### src/hw/rtl/prgf_pkg.sv
// ----------------------------------------------------------------------------
// prgf_pkg
// Shared types, codes and helpers for the priority rectangle grid fill core.
// ----------------------------------------------------------------------------
package prgf_pkg;

	localparam int FIELD_W = 12;   // width of one packed rectangle field
	localparam int CELL_W  = 6;    // width of a stored cell type id
	localparam int RECT_W  = 60;   // packed rectangle word

	typedef enum logic [1:0] {
		MODE_CLEAR = 2'd0,
		MODE_LOAD  = 2'd1,
		MODE_DRAW  = 2'd2,
		MODE_READ  = 2'd3
	} mode_t;

	typedef enum logic [1:0] {
		REG_ACTIVE_COLS = 2'd0,
		REG_ACTIVE_ROWS = 2'd1,
		REG_MAX_TYPE_ID = 2'd2
	} reg_idx_t;

	// controller -> datapath
	typedef struct packed {
		logic capture;     // latch the input transaction
		logic clr_step;    // write zero at the clear pointer
		logic load_entry;  // write one table entry
		logic setup;       // clamp rectangle, look up new type
		logic start_draw;  // init sweep counters
		logic sweep;       // issue one cell read-modify-write
		logic read_cell;   // issue cell read
		logic read_take;   // latch read data into result
		logic out_load;    // move result to output register
	} cmd_t;

	// datapath -> controller
	typedef struct packed {
		logic clr_last;
		logic sweep_last;
		logic skip;
		logic out_free;
	} sts_t;

	function automatic logic [FIELD_W-1:0] clamp_hi(input logic [FIELD_W-1:0] v,
		input logic [FIELD_W-1:0] hi);
		return (v > hi) ? hi : v;
	endfunction

endpackage

### src/hw/rtl/prgf_ctrl.sv
// ----------------------------------------------------------------------------
// prgf_ctrl
// Sequencer: decodes the transaction mode and steps the datapath through it.
// ----------------------------------------------------------------------------
module prgf_ctrl import prgf_pkg::*; (
	input  logic  clk,
	input  logic  arst_n,
	input  logic  s_tvalid,
	output logic  s_tready,
	input  mode_t mode,
	input  sts_t  sts,
	output cmd_t  cmd
);

	typedef enum logic [3:0] {
		ST_INIT,
		ST_IDLE,
		ST_CLEAR,
		ST_LOAD,
		ST_SETUP,
		ST_SETUP2,
		ST_DRAW,
		ST_DRAIN1,
		ST_DRAIN2,
		ST_READ,
		ST_READ2,
		ST_FINISH
	} state_t;

	state_t state_q;
	logic   rdy_q;

	assign s_tready = rdy_q;

	always_comb begin
		cmd         = '0;
		cmd.capture = rdy_q & s_tvalid;
		unique case (state_q)
			ST_INIT, ST_CLEAR: cmd.clr_step   = 1'b1;
			ST_LOAD:           cmd.load_entry = 1'b1;
			ST_SETUP:          cmd.setup      = 1'b1;
			ST_SETUP2:         cmd.start_draw = 1'b1;
			ST_DRAW:           cmd.sweep      = 1'b1;
			ST_READ:           cmd.read_cell  = 1'b1;
			ST_READ2:          cmd.read_take  = 1'b1;
			ST_FINISH:         cmd.out_load   = sts.out_free;
			default: ;
		endcase
	end

	always_ff @(posedge clk or negedge arst_n) begin
		if (!arst_n) begin
			state_q <= ST_INIT;
			rdy_q   <= 1'b0;
		end else begin
			unique case (state_q)
				ST_INIT: begin
					if (sts.clr_last) begin
						state_q <= ST_IDLE;
						rdy_q   <= 1'b1;
					end
				end
				ST_IDLE: begin
					if (cmd.capture) begin
						rdy_q <= 1'b0;
						unique case (mode)
							MODE_CLEAR: state_q <= ST_CLEAR;
							MODE_LOAD:  state_q <= ST_LOAD;
							MODE_DRAW:  state_q <= ST_SETUP;
							MODE_READ:  state_q <= ST_READ;
							default:    state_q <= ST_FINISH;
						endcase
					end
				end
				ST_CLEAR:  if (sts.clr_last) state_q <= ST_FINISH;
				ST_LOAD:   state_q <= ST_FINISH;
				ST_SETUP:  state_q <= ST_SETUP2;
				ST_SETUP2: state_q <= sts.skip ? ST_FINISH : ST_DRAW;
				ST_DRAW:   if (sts.sweep_last) state_q <= ST_DRAIN1;
				ST_DRAIN1: state_q <= ST_DRAIN2;
				ST_DRAIN2: state_q <= ST_FINISH;
				ST_READ:   state_q <= ST_READ2;
				ST_READ2:  state_q <= ST_FINISH;
				ST_FINISH: begin
					if (sts.out_free) begin
						state_q <= ST_IDLE;
						rdy_q   <= 1'b1;
					end
				end
				default: begin
					state_q <= ST_IDLE;
					rdy_q   <= 1'b1;
				end
			endcase
		end
	end

endmodule

### config.mk
export PLATFORM = sky130hd
export DESIGN_NAME = prgf_ctrl
export DESIGN_NICKNAME = d
export VERILOG_FILES = /design/src/hw/rtl/prgf_pkg.sv /design/src/hw/rtl/prgf_ctrl.sv
export SDC_FILE = /design/constraint.sdc
export NUM_CORES = 1
export LEC_CHECK = 0
export BUFFER_PORTS_ARGS = -buffer_cell sky130_fd_sc_hd__buf_2
export CORE_AREA = 2 2 39 41
export CTS_CLUSTER_DIAMETER = 150
export DETAILED_ROUTE_END_ITERATION = 8
export DIE_AREA = 0 0 41 43
export PLACE_DENSITY = 0.62
export SLEW_MARGIN = 10
export SYNTH_ARGS = -nofsm -noshare
export SYNTH_HDL_FRONTEND = slang
export SYNTH_SLANG_ARGS = --single-unit
export TNS_END_PERCENT = 50
### constraint.sdc
create_clock -name clk -period 2.77 [get_ports clk]
set_clock_uncertainty 0.15 [all_clocks]
set_input_delay 0.1385 -clock clk [delete_from_list [all_inputs] [get_ports clk]]
set_output_delay 0.1385 -clock clk [all_outputs]
set_load 0.1 [all_outputs]
==> key figures <==
Run status
  – Outcome: finished clean

Setup path
  – R2R setup slack: 0.74 ns
  – Worst-path maximum fanout: 14
  – RR Startpoint: state_q[0]
  – Critical Path RT: roughly 2.7 ns
  – Setup CP Type: flip-flop to flip-flop
  – Startpoint types: flip-flop
  – Worst Path Arrival: 2.00 ns
  – CP endpoint: state_q[0]
  – R2R Path End: state_q[0]
  – Worst R2R Path Depth: 4
  – CP Capture Type: flip-flop
  – Crit. Startpoint: state_q[0]

Die
  – Core ar.: about 0.0014 sq mm
  – Row count: 14
  – Die ar.: between 0.0015 and 0.002 sq mm
  – Die width: 41 microns
  – Die height: 43 microns
  – Top-level port count: 19
  – Starting Density: between 30% and 40%

CTS
  – Root Driver: clkbuf_4
  – Cts bufs inserted: 3
  – H-tree depth: 1
  – Clock Pin Slew Worst Setup and Hold Paths: 0.04 ns
  – CTS tree: built
  – Clock Latency Late Sink: between 0.2 and 0.3 ns
  – Maximum clock insertion buffer count: 2
  – Clock Sinks: 5

Global routing
  – Vias in the first global route: about 440
  – Overflow after GRT: 0
  – First-pass GRT wire length: between 1500 and 2000 microns
  – Total Routing Usage GR: between 15 and 20%
  – Antenna violations before repair: 0
  – Largest net degree at the start of global routing: 16

Synthesis
  – Synth unique cells: 28
  – Seq/Total Area, Yosys: a little over a quarter
  – Compound-Gate Fraction of Synth Area: a little over a quarter
  – Area leader, netlist: dfrtp_1
  – Synth Instances: 62
  – Syn Nets: 71
  – Simple-gate portion of the synthesized area: 31.9%
  – Adder-Cell Fraction of Synth Area: 0%
  – XOR/XNOR Fraction of Synth Area: 0%
  – Portion of netlist area occupied by mux cells: 6.76%
  – Synth Warn #: 0
  – Yosys reg bits: 5
  – Synth Area per Inst: ~7.5 sq um
  – Top cell type's share of synthesized area: between 20% and 30%
  – Synth top area cells: dfrtp_1, nor2_1, nor3_1, a21oi_1, mux2i_1
  – Largest family of logic cells by synthesized area: simple AND/OR/NAND/NOR gates
  – Synth Cell Area: between 400 and 500 sq um

Finish
  – Antenna cell count: 0
  – Register area: roughly 130 sq um
  – Layout Utilization: a little over two fifths
  – Fraction of layout cells with a size suffix above 1: 30.5%
  – Fill cells: 144
  – Multi-input gate area: 305 sq um
  – Layout area overhead: 30.8%
  – Post-layout nets: 92

Timing
  – RSZ-0062 raised after global routing: no
  – Tcrit/Tclk final: about three quarters
  – Fin. Hold Viols: 0
  – Minimum clock period: roughly 2 ns
  – Final Max Slew Viols: 0
  – Max Clock Freq: around 500 MHz
  – Max_slew headroom: 68.1%
  – WHS: approximately 0.074 ns
  – Tightest Pin Transition: 0.478 ns
  – Setup violations, final: 0

Routing
  – Antenna-violating nets left: 0
  – First drt pass iteration count: 4
  – Routed Wire Length: ~1200 microns
  – DR iter-0 viols: 17
  – Routed vias: ~520
  – Avg WL per Cell: 12.1 microns
  – Top Metal Used: met4
  – Met2 Wirelength: 553 microns
  – Met1 Wirelength: between 500 and 600 microns
  – Via-per-instance ratio: ~5.3
  – Met3 wire length: 90 microns
  – Post-route DRC: 0

Worst hold path
  – Hold Crit Class: input port to flip-flop

Power and ir drop
  – IR drop worst, VDD: 0.467 mV
  – PD cells: roughly 1300 mW/mm^2
  – Power Total: between 0.7 and 0.8 mW
  – P_leak: 0.279 nW

Place
  – Final HPWL DP: around 900 microns
  – Routability-driven placement congestion ratio: ~0.76
  – IO Port Bufs: 18

Run
  – Max-Cap Viols: 0
==> per-stage QoR <==
stage / instances / setup WS (ns) / setup TNS, ns / instance area [sq um]
6_report: 98 / 0.742 / 0 / 606
3_3_place_gp: 92 / 0.774 / 0 / 559
5_1_grt: 98 / 0.605 / 0 / 606
2_1_floorplan: 62 / -0.330 / -0.837 / 468
4_1_cts: 98 / 0.744 / 0 / 606
3_5_place_dp: 92 / 0.753 / 0 / 559
==> area by class of cell <==
type	count	area share, %
multi-input combinational	48	50.4
sequential	5	20.7
timing repair buffer	20	18.2
inverter	5	3.10
tap	16	3.31
clock buffer	4	4.34
==> logic make-up after synthesis <==
kind of cell           count (synthesis)
AO/OA/AOI/OAI                         17
flip-flops                             5
AND/OR/NAND/NOR                       28
multiplexers                           3
buffers and inverters                  9
==> layout by cell type, fill, tap and decap left out, drive strengths merged, types with 2 or more instances in the layout <==
cell         count
dlygate4sd3      2
a21oi            5
mux2i            2
inv              5
clkbuf           4
nand2b           2
o21ai            3
dfrtp            5
a211oi           2
nand2            4
buf             18
nor2            10
nor3             5
==> flip-flops by register name (all words and copies together), names as in the netlist <==
signal	count
s_tready	1
state_q	4
==> Yosys cell counts <==
cell and n:
a211oi_1 2, a21oi_1 4, a21oi_2 1, a221o_2 1, a222oi_1 1, a2bb2oi_1 1
a31oi_1 1, a32oi_1 1, and3_1 1, buf_2 3, clkbuf_1 1, dfrtp_1 5
inv_1 5, mux2_1 1, mux2i_1 2, nand2_1 4, nand2b_1 2, nand4b_1 1
nand4bb_1 1, nor2_1 10, nor2b_1 1, nor3_1 5, o21ai_0 3, o2bb2ai_1 1
o32ai_1 1, or2b_1 1, or3_1 1, or4_4 1
==> layer usage <==
metal,global-route usage [%],up-vias
li1,-,266
met1,19.3,231
met2,24.1,23
met3,5.24,4
met4,12.0,0
met5,0,-
==> worst min path at each step <==
stage | cells past startpoint | slack [ns] | from | endpoint
after detailed placement | 1 | -0.19 | arst_n | state_q[2]
after floorplan | 0 | -0.31 | arst_n | s_tready
after CTS | 3 | 0.07 | sts[0] | state_q[3]
after global placement | 1 | -0.19 | arst_n | state_q[2]
final | 3 | 0.07 | sts[0] | state_q[3]
after global routing | 2 | 0.1 | arst_n | state_q[2]
==> critical path, stage by stage, from the launching register on <==
cell and delay, ns:
dfrtp_1 0.50, or4_4 0.58, a21oi_2 0.18, a221o_2 0.17
mux2_1 0.32
==> timing repair <==
item / CTS / global route
gates resized for setup: 0 / 0
endpoints found under the hold margin: 6 / 0
hold buffers: 2 / 0
setup buffers: 0 / 0
==> power breakdown <==
group          switching (mW)  leakage, nW  internal, mW  total, mW
logic                   0.385        0.209         0.140      0.525
clock network          0.0302       0.0150        0.0545     0.0847
registers              0.0745       0.0555        0.0988      0.173
total                   0.489        0.279         0.294      0.783
Power figures use the tool's default switching activity.
